<file path="config.mk">
export PLATFORM = sky130hd
export DESIGN_NAME = sorted_position_color_table
export DESIGN_NICKNAME = d
export VERILOG_FILES = /design/src/sv/spct_pkg.sv /design/src/sv/spct_cell.sv /design/src/sv/spct_array.sv /design/src/sv/sorted_position_color_table.sv
export SDC_FILE = /design/constraint.sdc
export NUM_CORES = 2
export LEC_CHECK = 0
export ABC_AREA = 1
export BUFFER_PORTS_ARGS = -buffer_cell sky130_fd_sc_hd__clkbuf_2
export CELL_PAD_IN_SITES_DETAIL_PLACEMENT = 1
export CELL_PAD_IN_SITES_GLOBAL_PLACEMENT = 2
export CORE_MARGIN = 1.5
export CORE_UTILIZATION = 45
export DETAILED_ROUTE_END_ITERATION = 6
export MAX_ROUTING_LAYER = met4
export PLACE_DENSITY_LB_ADDON = 0.15
export SYNTH_ARGS = -nofsm -noshare
export SYNTH_HDL_FRONTEND = slang
export SYNTH_HIERARCHICAL = 1
export SYNTH_SLANG_ARGS = --single-unit
</file>
<file path="constraint.sdc">
create_clock -name clk -period 17.3 [get_ports clk]
set_clock_uncertainty 0.2 [all_clocks]
set_input_delay 0.865 -clock clk [delete_from_list [all_inputs] [get_ports clk]]
set_output_delay 0.865 -clock clk [all_outputs]
set_load 0.01 [all_outputs]
</file>
<file path="src/sv/spct_pkg.sv">
// Shared definitions for the sorted position/color table: field widths,
// stream packing offsets, operation and status codes, and the cell control word.
// No dependencies.
`timescale 1ns / 1ps

package spct_pkg;

    // Default sizing of the table, handed to the top level parameters.
    localparam int DEF_TABLE_DEPTH = 64;
    localparam int DEF_POS_BITS    = 16;
    localparam int DEF_COLOR_BITS  = 5;

    // Field widths as they appear on the stream ports.
    localparam int MODE_W        = 2;
    localparam int POS_FIELD_W   = 16;
    localparam int COLOR_FIELD_W = 5;
    localparam int SLOT_W        = 7;
    localparam int STATUS_W      = 2;

    // Input word packing, lowest field first.
    localparam int IN_MODE_LSB  = 0;
    localparam int IN_POS_LSB   = IN_MODE_LSB + MODE_W;
    localparam int IN_COLOR_LSB = IN_POS_LSB + POS_FIELD_W;
    localparam int IN_SLOT_LSB  = IN_COLOR_LSB + COLOR_FIELD_W;
    localparam int IN_FIELDS_W  = IN_SLOT_LSB + SLOT_W;
    localparam int IN_TDATA_W   = ((IN_FIELDS_W + 7) / 8) * 8;

    // Output word packing, lowest field first.
    localparam int OUT_STATUS_LSB = 0;
    localparam int OUT_POS_LSB    = OUT_STATUS_LSB + STATUS_W;
    localparam int OUT_COLOR_LSB  = OUT_POS_LSB + POS_FIELD_W;
    localparam int OUT_COUNT_LSB  = OUT_COLOR_LSB + COLOR_FIELD_W;
    localparam int OUT_EXCESS_LSB = OUT_COUNT_LSB + SLOT_W;
    localparam int OUT_FIELDS_W   = OUT_EXCESS_LSB + SLOT_W;
    localparam int OUT_TDATA_W    = ((OUT_FIELDS_W + 7) / 8) * 8;
    localparam int OUT_PAD_W      = OUT_TDATA_W - OUT_FIELDS_W;

    // Operation codes carried in the mode field.
    typedef enum logic [MODE_W-1:0] {
        MODE_ADD   = 2'd0,
        MODE_TRUNC = 2'd1,
        MODE_READ  = 2'd2
    } mode_t;

    // Status codes of a result word.
    typedef enum logic [STATUS_W-1:0] {
        STATUS_OK    = 2'd0,
        STATUS_FULL  = 2'd1,
        STATUS_RANGE = 2'd2
    } status_t;

    // Control strobes broadcast from the sequencer to every cell.
    typedef struct packed {
        logic capture;  // latch compare flags against the incoming word
        logic insert;   // shift up behind the insertion point and write new entry
        logic replace;  // overwrite the color of the matching entry
    } cell_ctrl_t;

endpackage

</file>
<file path="src/sv/spct_cell.sv">
// One table cell: holds a single (position, color) entry and its compare flags.
// Takes shift data from its lower neighbor. Depends on spct_pkg.
`timescale 1ns / 1ps

module spct_cell #(
    parameter int CELL_IDX   = 0,
    parameter int POS_BITS   = spct_pkg::DEF_POS_BITS,
    parameter int COLOR_BITS = spct_pkg::DEF_COLOR_BITS,
    parameter int CMP_W      = spct_pkg::SLOT_W
) (
    input  logic                   clk,
    input  logic                   rst_n,
    input  spct_pkg::cell_ctrl_t   ctrl,
    input  logic [POS_BITS-1:0]    cmp_key,
    input  logic [CMP_W-1:0]       cmp_idx,
    input  logic [CMP_W-1:0]       count,
    input  logic [POS_BITS-1:0]    wr_key,
    input  logic [COLOR_BITS-1:0]  wr_color,
    input  logic                   prev_lt,
    input  logic [POS_BITS-1:0]    prev_pos,
    input  logic [COLOR_BITS-1:0]  prev_color,
    output logic                   lt,
    output logic                   eq,
    output logic [POS_BITS-1:0]    pos,
    output logic [COLOR_BITS-1:0]  color,
    output logic [POS_BITS-1:0]    rd_pos,
    output logic [COLOR_BITS-1:0]  rd_color
);

    localparam logic [CMP_W-1:0] MY_IDX = CMP_W'(CELL_IDX);

    logic                  lt_reg;
    logic                  eq_reg;
    logic                  sel_reg;
    logic [POS_BITS-1:0]   pos_reg;
    logic [COLOR_BITS-1:0] color_reg;
    logic                  valid;

    // The entry is live while its index lies below the count.
    assign valid = (MY_IDX < count);

    // Compare flags are taken when a word is accepted and held until the next one.
    always_ff @(posedge clk or negedge rst_n)
    begin
        if (!rst_n)
        begin
            lt_reg  <= 1'b0;
            eq_reg  <= 1'b0;
            sel_reg <= 1'b0;
        end
        else if (ctrl.capture)
        begin
            lt_reg  <= valid && (pos_reg < cmp_key);
            eq_reg  <= valid && (pos_reg == cmp_key);
            sel_reg <= (MY_IDX == cmp_idx);
        end
    end

    // Cells above the insertion point take their neighbor's entry; the cell at
    // the insertion point takes the new entry; a matching cell takes the new color.
    always_ff @(posedge clk)
    begin
        priority if (ctrl.insert && !prev_lt)
        begin
            pos_reg   <= prev_pos;
            color_reg <= prev_color;
        end
        else if (ctrl.insert && !lt_reg)
        begin
            pos_reg   <= wr_key;
            color_reg <= wr_color;
        end
        else if (ctrl.replace && eq_reg)
        begin
            color_reg <= wr_color;
        end
        else
        begin
            // No update for this cell; the entry holds.
            pos_reg   <= pos_reg;
            color_reg <= color_reg;
        end
    end

    assign lt       = lt_reg;
    assign eq       = eq_reg;
    assign pos      = pos_reg;
    assign color    = color_reg;
    assign rd_pos   = sel_reg ? pos_reg : '0;
    assign rd_color = sel_reg ? color_reg : '0;

endmodule

</file>
<file path="src/sv/spct_array.sv">
// Row of table cells chained by their shift path, plus the OR trees that
// gather the match flag and the selected entry. Depends on spct_pkg, spct_cell.
`timescale 1ns / 1ps

module spct_array #(
    parameter int TABLE_DEPTH = spct_pkg::DEF_TABLE_DEPTH,
    parameter int POS_BITS    = spct_pkg::DEF_POS_BITS,
    parameter int COLOR_BITS  = spct_pkg::DEF_COLOR_BITS,
    parameter int CMP_W       = spct_pkg::SLOT_W
) (
    input  logic                   clk,
    input  logic                   rst_n,
    input  spct_pkg::cell_ctrl_t   ctrl,
    input  logic [POS_BITS-1:0]    cmp_key,
    input  logic [CMP_W-1:0]       cmp_idx,
    input  logic [CMP_W-1:0]       count,
    input  logic [POS_BITS-1:0]    wr_key,
    input  logic [COLOR_BITS-1:0]  wr_color,
    output logic                   hit,
    output logic [POS_BITS-1:0]    rd_pos,
    output logic [COLOR_BITS-1:0]  rd_color
);

    logic [TABLE_DEPTH-1:0] cell_lt;
    logic [TABLE_DEPTH-1:0] cell_eq;
    logic [POS_BITS-1:0]    cell_pos      [TABLE_DEPTH];
    logic [COLOR_BITS-1:0]  cell_color    [TABLE_DEPTH];
    logic [POS_BITS-1:0]    cell_rd_pos   [TABLE_DEPTH];
    logic [COLOR_BITS-1:0]  cell_rd_color [TABLE_DEPTH];

    // The cell chain. Cell zero sees a neighbor that always compares less,
    // so it never shifts.
    for (genvar i = 0; i < TABLE_DEPTH; i++)
    begin : g_cell
        logic                  prev_lt;
        logic [POS_BITS-1:0]   prev_pos;
        logic [COLOR_BITS-1:0] prev_color;

        if (i == 0)
        begin : g_first
            assign prev_lt    = 1'b1;
            assign prev_pos   = wr_key;
            assign prev_color = wr_color;
        end
        else
        begin : g_next
            assign prev_lt    = cell_lt[i-1];
            assign prev_pos   = cell_pos[i-1];
            assign prev_color = cell_color[i-1];
        end

        spct_cell #(
            .CELL_IDX   (i),
            .POS_BITS   (POS_BITS),
            .COLOR_BITS (COLOR_BITS),
            .CMP_W      (CMP_W)
        ) u_cell (
            .clk        (clk),
            .rst_n      (rst_n),
            .ctrl       (ctrl),
            .cmp_key    (cmp_key),
            .cmp_idx    (cmp_idx),
            .count      (count),
            .wr_key     (wr_key),
            .wr_color   (wr_color),
            .prev_lt    (prev_lt),
            .prev_pos   (prev_pos),
            .prev_color (prev_color),
            .lt         (cell_lt[i]),
            .eq         (cell_eq[i]),
            .pos        (cell_pos[i]),
            .color      (cell_color[i]),
            .rd_pos     (cell_rd_pos[i]),
            .rd_color   (cell_rd_color[i])
        );
    end

    // At most one cell matches the key, and at most one is selected for read.
    assign hit = |cell_eq;

    for (genvar b = 0; b < POS_BITS; b++)
    begin : g_rd_pos
        logic [TABLE_DEPTH-1:0] column;
        for (genvar i = 0; i < TABLE_DEPTH; i++)
        begin : g_col
            assign column[i] = cell_rd_pos[i][b];
        end
        assign rd_pos[b] = |column;
    end

    for (genvar b = 0; b < COLOR_BITS; b++)
    begin : g_rd_color
        logic [TABLE_DEPTH-1:0] column;
        for (genvar i = 0; i < TABLE_DEPTH; i++)
        begin : g_col
            assign column[i] = cell_rd_color[i][b];
        end
        assign rd_color[b] = |column;
    end

endmodule

</file>
<file path="src/sv/sorted_position_color_table.sv">
// Top level of the sorted position/color table: stream ports, operation
// sequencer, count register and result register. Depends on spct_pkg, spct_array.
`timescale 1ns / 1ps

// Usage
// The slave stream carries one operation word: add or replace an entry, truncate
// the count, or read an entry. The master stream returns exactly one result word
// for each operation, in order, with a status code, the read entry, the count
// after the operation and, on truncate, how far the index lay beyond the count.
// Timing: when a word is accepted, every cell compares it against its own entry
// at that edge; then, in the evaluate state and once the output register is
// free, the cells shift or write in parallel while the result is registered.
// A new word is accepted only after that commit; the compare-then-commit pass
// through the cell row does not depend on the table depth.
// Reset clears the count, so the table starts empty; the entries themselves are
// not cleared and no clearing pass runs. The block is ready right after reset.
// When the receiver stalls, one result word waits in the output register and the
// next operation is still accepted and compared; it then holds in the cells
// until the output register frees, and the slave side stays not ready meanwhile.

module sorted_position_color_table #(
    parameter int TABLE_DEPTH = spct_pkg::DEF_TABLE_DEPTH,
    parameter int POS_BITS    = spct_pkg::DEF_POS_BITS,
    parameter int COLOR_BITS  = spct_pkg::DEF_COLOR_BITS
) (
    input  logic                             clk,
    input  logic                             rst_n,
    input  logic                             s_axis_tvalid,
    output logic                             s_axis_tready,
    // Fields from bit 0: mode[2], char_pos[16], color_index[5], slot_index[7], zero pad.
    input  logic [spct_pkg::IN_TDATA_W-1:0]  s_axis_tdata,
    output logic                             m_axis_tvalid,
    input  logic                             m_axis_tready,
    // Fields from bit 0: status[2], read_pos[16], read_color[5], entry_count[7],
    // cleared_excess[7], zero pad.
    output logic [spct_pkg::OUT_TDATA_W-1:0] m_axis_tdata
);

    localparam int CNT_W = $clog2(TABLE_DEPTH + 1);
    localparam int CMP_W = (CNT_W > spct_pkg::SLOT_W) ? CNT_W : spct_pkg::SLOT_W;

    typedef enum logic [1:0] {
        ST_IDLE = 2'b01,
        ST_EVAL = 2'b10
    } state_t;

    // Input word fields.
    logic [spct_pkg::MODE_W-1:0]        in_mode;
    logic [spct_pkg::POS_FIELD_W-1:0]   in_pos;
    logic [spct_pkg::COLOR_FIELD_W-1:0] in_color;
    logic [spct_pkg::SLOT_W-1:0]        in_slot;

    state_t                             state_reg;
    state_t                             state_next;
    logic [spct_pkg::MODE_W-1:0]        op_mode_reg;
    logic [POS_BITS-1:0]                key_reg;
    logic [COLOR_BITS-1:0]              color_reg;
    logic [spct_pkg::SLOT_W-1:0]        idx_reg;
    logic [CNT_W-1:0]                   count_reg;
    logic [CNT_W-1:0]                   count_next;

    logic                               m_valid_reg;
    logic [spct_pkg::STATUS_W-1:0]      out_status_reg;
    logic [spct_pkg::POS_FIELD_W-1:0]   out_pos_reg;
    logic [spct_pkg::COLOR_FIELD_W-1:0] out_color_reg;
    logic [spct_pkg::SLOT_W-1:0]        out_count_reg;
    logic [spct_pkg::SLOT_W-1:0]        out_excess_reg;

    logic                               accept;
    logic                               commit;
    logic                               full;
    logic                               hit;
    logic                               do_insert;
    logic                               do_replace;
    logic [CMP_W-1:0]                   idx_ext;
    logic [CMP_W-1:0]                   cnt_ext;
    logic [POS_BITS-1:0]                rd_pos;
    logic [COLOR_BITS-1:0]              rd_color;
    spct_pkg::status_t                  res_status;
    logic [spct_pkg::POS_FIELD_W-1:0]   res_pos;
    logic [spct_pkg::COLOR_FIELD_W-1:0] res_color;
    logic [spct_pkg::SLOT_W-1:0]        res_excess;
    spct_pkg::cell_ctrl_t               ctrl;

    assign in_mode  = s_axis_tdata[spct_pkg::IN_MODE_LSB +: spct_pkg::MODE_W];
    assign in_pos   = s_axis_tdata[spct_pkg::IN_POS_LSB +: spct_pkg::POS_FIELD_W];
    assign in_color = s_axis_tdata[spct_pkg::IN_COLOR_LSB +: spct_pkg::COLOR_FIELD_W];
    assign in_slot  = s_axis_tdata[spct_pkg::IN_SLOT_LSB +: spct_pkg::SLOT_W];

    // Handshake: one operation in flight; the commit waits for a free output slot.
    assign s_axis_tready = (state_reg == ST_IDLE);
    assign accept        = s_axis_tvalid && s_axis_tready;
    assign commit        = (state_reg == ST_EVAL) && (!m_valid_reg || m_axis_tready);

    assign full    = (count_reg == CNT_W'(TABLE_DEPTH));
    assign idx_ext = CMP_W'(idx_reg);
    assign cnt_ext = CMP_W'(count_reg);

    // Cell row.
    assign ctrl.capture = accept;
    assign ctrl.insert  = commit && do_insert;
    assign ctrl.replace = commit && do_replace;

    spct_array #(
        .TABLE_DEPTH (TABLE_DEPTH),
        .POS_BITS    (POS_BITS),
        .COLOR_BITS  (COLOR_BITS),
        .CMP_W       (CMP_W)
    ) u_array (
        .clk      (clk),
        .rst_n    (rst_n),
        .ctrl     (ctrl),
        .cmp_key  (POS_BITS'(in_pos)),
        .cmp_idx  (CMP_W'(in_slot)),
        .count    (cnt_ext),
        .wr_key   (key_reg),
        .wr_color (color_reg),
        .hit      (hit),
        .rd_pos   (rd_pos),
        .rd_color (rd_color)
    );

    // Result and count update of the operation held in the cells.
    always_comb
    begin
        count_next = count_reg;
        res_status = spct_pkg::STATUS_OK;
        res_pos    = '0;
        res_color  = '0;
        res_excess = '0;
        do_insert  = 1'b0;
        do_replace = 1'b0;
        unique case (op_mode_reg)
            spct_pkg::MODE_ADD:
            begin
                if (hit)
                begin
                    do_replace = 1'b1;
                end
                else if (full)
                begin
                    res_status = spct_pkg::STATUS_FULL;
                end
                else
                begin
                    do_insert  = 1'b1;
                    count_next = count_reg + CNT_W'(1);
                end
            end
            spct_pkg::MODE_TRUNC:
            begin
                if (idx_ext > cnt_ext)
                begin
                    res_excess = spct_pkg::SLOT_W'(idx_ext - cnt_ext);
                end
                else
                begin
                    count_next = CNT_W'(idx_ext);
                end
            end
            spct_pkg::MODE_READ:
            begin
                if (idx_ext < cnt_ext)
                begin
                    res_pos   = spct_pkg::POS_FIELD_W'(rd_pos);
                    res_color = spct_pkg::COLOR_FIELD_W'(rd_color);
                end
                else
                begin
                    res_status = spct_pkg::STATUS_RANGE;
                end
            end
            default:
            begin
                // Unused code: no change, all-zero status, entry and excess.
            end
        endcase
    end

    // Sequencer.
    always_comb
    begin
        state_next = state_reg;
        unique case (state_reg)
            ST_IDLE:
            begin
                if (accept)
                begin
                    state_next = ST_EVAL;
                end
            end
            ST_EVAL:
            begin
                if (commit)
                begin
                    state_next = ST_IDLE;
                end
            end
            default:
            begin
                state_next = ST_IDLE;
            end
        endcase
    end

    always_ff @(posedge clk or negedge rst_n)
    begin
        if (!rst_n)
        begin
            state_reg   <= ST_IDLE;
            count_reg   <= '0;
            m_valid_reg <= 1'b0;
        end
        else
        begin
            state_reg <= state_next;
            if (commit)
            begin
                count_reg   <= count_next;
                m_valid_reg <= 1'b1;
            end
            else if (m_axis_tready)
            begin
                m_valid_reg <= 1'b0;
            end
        end
    end

    // Operation word held for the commit cycle.
    always_ff @(posedge clk)
    begin
        if (accept)
        begin
            op_mode_reg <= in_mode;
            key_reg     <= POS_BITS'(in_pos);
            color_reg   <= COLOR_BITS'(in_color);
            idx_reg     <= in_slot;
        end
    end

    // Output register.
    always_ff @(posedge clk)
    begin
        if (commit)
        begin
            out_status_reg <= res_status;
            out_pos_reg    <= res_pos;
            out_color_reg  <= res_color;
            out_count_reg  <= spct_pkg::SLOT_W'(count_next);
            out_excess_reg <= res_excess;
        end
    end

    assign m_axis_tvalid = m_valid_reg;
    assign m_axis_tdata  = {{spct_pkg::OUT_PAD_W{1'b0}}, out_excess_reg, out_count_reg,
                            out_color_reg, out_pos_reg, out_status_reg};

endmodule

</file>
* Yosys cells after proc, flatten, opt, wreduce, memory -nomap -nowiden
Index checks and enable logic that the tools add are counted.
** Storage, ports and cells
- Output and inout port bits :: 42
- Bits of input ports :: 36
- Flip-flop bits (word level) :: 1613
** Cells by class
- $add $sub $neg :: 2
- Magnitude comparators :: 130
- Mux-type cells :: 463
- Equal/unequal tests :: 134
- Reduce and logical (&&, ||, !) cells :: 481
** Operators by type and width (count)
- 16-bit two-way mux :: 190
- 64-bit OR reduction :: 22
- 5-bit two-way mux :: 255
- 16-bit == test :: 64
- 16-bit less-than comparator :: 64
- 1-bit logical AND :: 260
- 6-bit by 7-bit == test with 1-bit output (first input constant) :: 32
- 6-bit by 7-bit less-than comparator with 1-bit output (first input constant) :: 32
- 3-bit nonzero test :: 63
- 2-bit nonzero test :: 65
- 5-bit by 7-bit == test with 1-bit output (first input constant) :: 16
- 5-bit by 7-bit less-than comparator with 1-bit output (first input constant) :: 16
- 1-bit zero test :: 65
- 4-bit by 7-bit == test with 1-bit output (first input constant) :: 8
- 4-bit by 7-bit less-than comparator with 1-bit output (first input constant) :: 8
- 3-bit by 7-bit == test with 1-bit output (first input constant) :: 4
- 3-bit by 7-bit less-than comparator with 1-bit output (first input constant) :: 4
- 7-bit two-way mux :: 3
- 2-bit by 7-bit == test with 1-bit output (first input constant) :: 2
- 1-bit by 7-bit less-than comparator with 1-bit output (first input constant) :: 2
- 2-bit by 7-bit less-than comparator with 1-bit output (first input constant) :: 2
- 7-bit one-hot mux with 2 select lines :: 1
- 1-bit two-way mux :: 9
- 2-bit one-hot mux with 2 select lines :: 2
- 15 further kinds :: 21

* Longest topological paths before layout
- Word-level depth :: 8
- Mapped depth :: 16
- Depth with buffers taken out :: 16

* Worst setup path before layout
OpenSTA, ideal clock, no wires.
- Path kind :: in2reg
- Start point :: input m_axis_tready
- End point :: register u_array.g_cell[0].u_cell.color_reg[0] (enable)
- Setup slack :: 9522 ps
- Arrival :: 7263 ps
- Cell stages on the path :: 7
- Path through :: nor2_1 > nor2_2 > clkinv_1 > nor3_1 > inv_1 > a21oi_1 > a21o_1
** RTL lines
- start: declaration :: RTL line sorted_position_color_table.sv:33 : input logic m_axis_tready,
- end signal: assignment :: RTL line spct_cell.sv:66 : color_reg <= prev_color;
- end signal: assignment :: RTL line spct_cell.sv:71 : color_reg <= wr_color;
- end signal: assignment :: RTL line spct_cell.sv:75 : color_reg <= wr_color;
- end: declaration :: RTL line spct_cell.sv:36 : logic [COLOR_BITS-1:0] color_reg;

==> impl_metrics.json <==
{
  "vias": 94803,
  "cts_tree": "yes",
  "overflow": 0,
  "dieWidth_um": 523,
  "cts-root-buf": "clkbuf_16",
  "fin_nets": 14989,
  "dieArea_sq_um": 273000,
  "cp.required_ps": 17660,
  "worst-path-max-fanout": 64,
  "synth_top_family_by_area": "simple AND/OR/NAND/NOR gates",
  "grt_setup_unrepaired": "false",
  "p_leak_nw": 75.7,
  "synth-xor-area-share": 0.000360,
  "ys_warn_count": 6,
  "timing.final.hold_violations": 0,
  "io_pins": 78,
  "row_count": 190,
  "path_clk_slew_ps": 60,
  "synth-seq-cells": 1613,
  "synth.cell_area_sq_um": 121000,
  "grt.busiest_layer": "met2",
  "grt_antenna_before_repair": 19,
  "place_inst": 17255,
  "grt_max_degree": 73,
  "min_period_over_period": 0.346,
  "grtUsageTotal": 0.347,
  "powerDensity_nw_per_um2": 85.6,
  "setup_violations": 0,
  "largest_reg_flops": 1024,
  "peakVddDrop_mv": 0.0719,
  "cp.arrival_ps": 6360,
  "wirelength_um": 467000,
  "drcViolationCount": 1,
  "cts_buffer_depth": 4,
  "synth-main-ff-cell": "edfxtp_1",
  "ys_types": 47,
  "grt_pass1_vias": 98776,
  "synth-compound-area-share": 0.0284,
  "synth_area_per_cell_sq_um": 8.86,
  "ant_nets": 0,
  "dr.pass1.iters": 7,
  "multi_input_area_sq_um": 59300,
  "insertion_delay_ps": 890,
  "place.gp.congestion": 0.913,
  "seq_area_frac_synth": 0.390,
  "viasPerCell": 5.37,
  "fin_crit_ps": 5990,
  "wl_per_cell_um": 26.5,
  "h-tree-depth": 4,
  "drv_slew": 0,
  "synth_edf_count": 1411,
  "cts_num_sinks": 1613,
  "cts_setup_buffers": 0,
  "cp-end-kind": "flip-flop",
  "area_growth_pct": 8.18,
  "synth_async_sr_flop_share": 0.125,
  "hpwl_um": 328000,
  "regArea_sq_um": 47500,
  "drive_gt1_frac": 0.142,
  "met3_usage": 0.0365,
  "worst_pin_slew_ps": 1270,
  "fp.coreArea_sq_um": 268000,
  "fin_tns_setup_ps": 0,
  "cts_made_buffers": 205,
  "dieHeight_um": 523,
  "worstSetupStartpointType": "flip-flop",
  "dr.first_iter.drc_count": 7282,
  "grt.met2_usage": 0.582,
  "drv_cap": 0,
  "yosys.area_share.simple": 0.189,
  "fillers": 31354,
  "synthAdderAreaFrac": 0.107,
  "met1_usage": 0.410,
  "numPortBuffers": 72,
  "syn_inst": 13717,
  "fin_cells": 17648,
  "worst_hold_path_type": "flip-flop to flip-flop",
  "critPathKind": "flip-flop to flip-flop",
  "muxShareOfSynthArea": 0.164,
  "violations": "design-rule violations",
  "setup_ws_ps": 11310,
  "cts.repair.resized": 0,
  "outcome": "finished, violations left",
  "grt_pass1_wl_um": 672000,
  "max_slew_margin": 0.151,
  "start_util": 0.453,
  "detailedPlace.worstSlack_ps": 11350,
  "max_freq_mhz": 167
}
[path summary, 6_finish.rpt]
kind | start | endpoint | slack, ps | cells past startpoint
max | u_array/g_cell[3].u_cell/eq | u_array/g_cell[30].u_cell/color[3] | 11310 | 14
min | state_reg[1] | state_reg[0] | 300 | 1
max reg2reg | u_array/g_cell[3].u_cell/eq | u_array/g_cell[30].u_cell/color[3] | 11310 | 14
min reg2reg | state_reg[1] | state_reg[0] | 300 | 1
max in group asynchronous | rst_n | u_array/g_cell[21].u_cell/eq | 14180 | 4
min in group asynchronous | rst_n | u_array/g_cell[62].u_cell/sel_reg | 380 | 2
[metrics by stage]
| stage | hold slack (ps) | cell area (sq um) | power (mW) | utilization |
|---|---|---|---|---|
| 2_1_floorplan | 249 | 121000 | 5.96 | - |
| 4_1_cts | 256 | 131000 | 11.3 | 0.490 |
| 3_3_place_gp | 268 | 125000 | 6.81 | 0.465 |
| 5_1_grt | 297 | 131000 | 11.6 | 0.490 |
| 6_report | 297 | 131000 | 11.2 | 0.490 |
| 3_5_place_dp | 298 | 125000 | 6.90 | 0.465 |
[cells by family (layout without fill, tap and decap cells)]
family / Yosys count / count (layout)
other cells: 2 / 13
flops: 1613 / 1613
simple gates: 5748 / 5748
xor+xnor: 5 / 5
mux: 1344 / 1344
fa+ha+maj: 1034 / 1034
buf+inv: 3372 / 3740
compound gates: 599 / 599
[power breakdown]
part	switching (mW)	leakage (nW)	internal (mW)
clock network	1.82	3.26	2.55
logic	1.42	57.0	0.780
registers	0.263	15.5	4.42
[cell usage in the layout, fill, tap and decap left out, types with 16 or more instances in the layout]
master	n
mux2_4	1280
buf_4	192
clkbuf_16	209
clkinv_2	42
o21ai_0	73
a21oi_1	360
nor3b_1	28
nand4_1	126
nand2_1	3655
nor2_1	1515
inv_1	3107
bufinv_16	16
edfxtp_1	1411
nor3_1	40
ha_1	1033
clkinv_1	25
a21o_1	121
clkbuf_2	48
mux2_2	64
nand3_1	266
clkbuf_8	25
o41ai_1	16
dfrtp_1	194
or2_4	64
clkbuf_1	51
[routing by layer]
layer | up-vias | wire length, um
li1 | 43638 | -
met1 | 47414 | 189000
met2 | 2772 | 226000
met3 | 979 | 23500
met4 | 0 | 29100
met5 | - | 0
[cell usage after synthesis (2+ instances only)]
master,number,area [sq um]
a21o_1,121,908
a21oi_1,360,1800
a22o_1,7,61.3
a31oi_1,2,12.5
and3_2,2,15.0
buf_12,128,2560
buf_2,3,15.0
buf_4,3,22.5
clkbuf_1,129,484
conb_1,2,7.51
dfrtp_1,201,5030
edfxtp_1,1411,42400
ha_1,1033,12900
inv_1,3107,11700
mux2_2,64,721
mux2_4,1280,19200
nand2_1,3655,13700
nand2_2,5,31.3
nand2_4,2,22.5
nand3_1,266,1330
nand3_2,6,60.1
nand3b_1,4,30.0
nand4_1,126,788
nor2_1,1515,5690
nor2_2,4,25.0
nor3_1,42,210
nor3b_1,28,210
nor4_1,11,68.8
nor4b_1,9,78.8
o21ai_0,73,365
o21bai_1,9,67.6
o31ai_1,8,60.1
o41ai_1,16,140
or2_2,6,37.5
or2_4,64,561
xor2_1,4,35.0
[area by class of cell]
type	count	area share
flip-flops and latches	1613	0.361
diodes	8	0.000152
well taps	3552	0.0338
clock buffers	285	0.0439
inverters	3109	0.0888
clock inverters	91	0.00654
repair buffers	255	0.0143
multi-input cells	8735	0.451
[worst max-delay path, cell delays in order (launching register included)]
cell and delay (ps):
dfrtp_1 390, nor2_1 820, nand2_1 280, nor2_1 300, nand2_1 160, nor2_1 350
nand2_1 320, inv_1 230, nand2_1 150, nor3_2 210, buf_12 530, inv_1 120
a21oi_1 900, buf_4 370, a21o_1 250
[timing repair]
action | 4_1_cts | 5_1_grt
endpoints found under the setup margin | 0 | 0
hold buffers | 9 | 0
hold endpoints to repair | 77 | 0
Note: power is estimated with default switching activity, not from simulation.
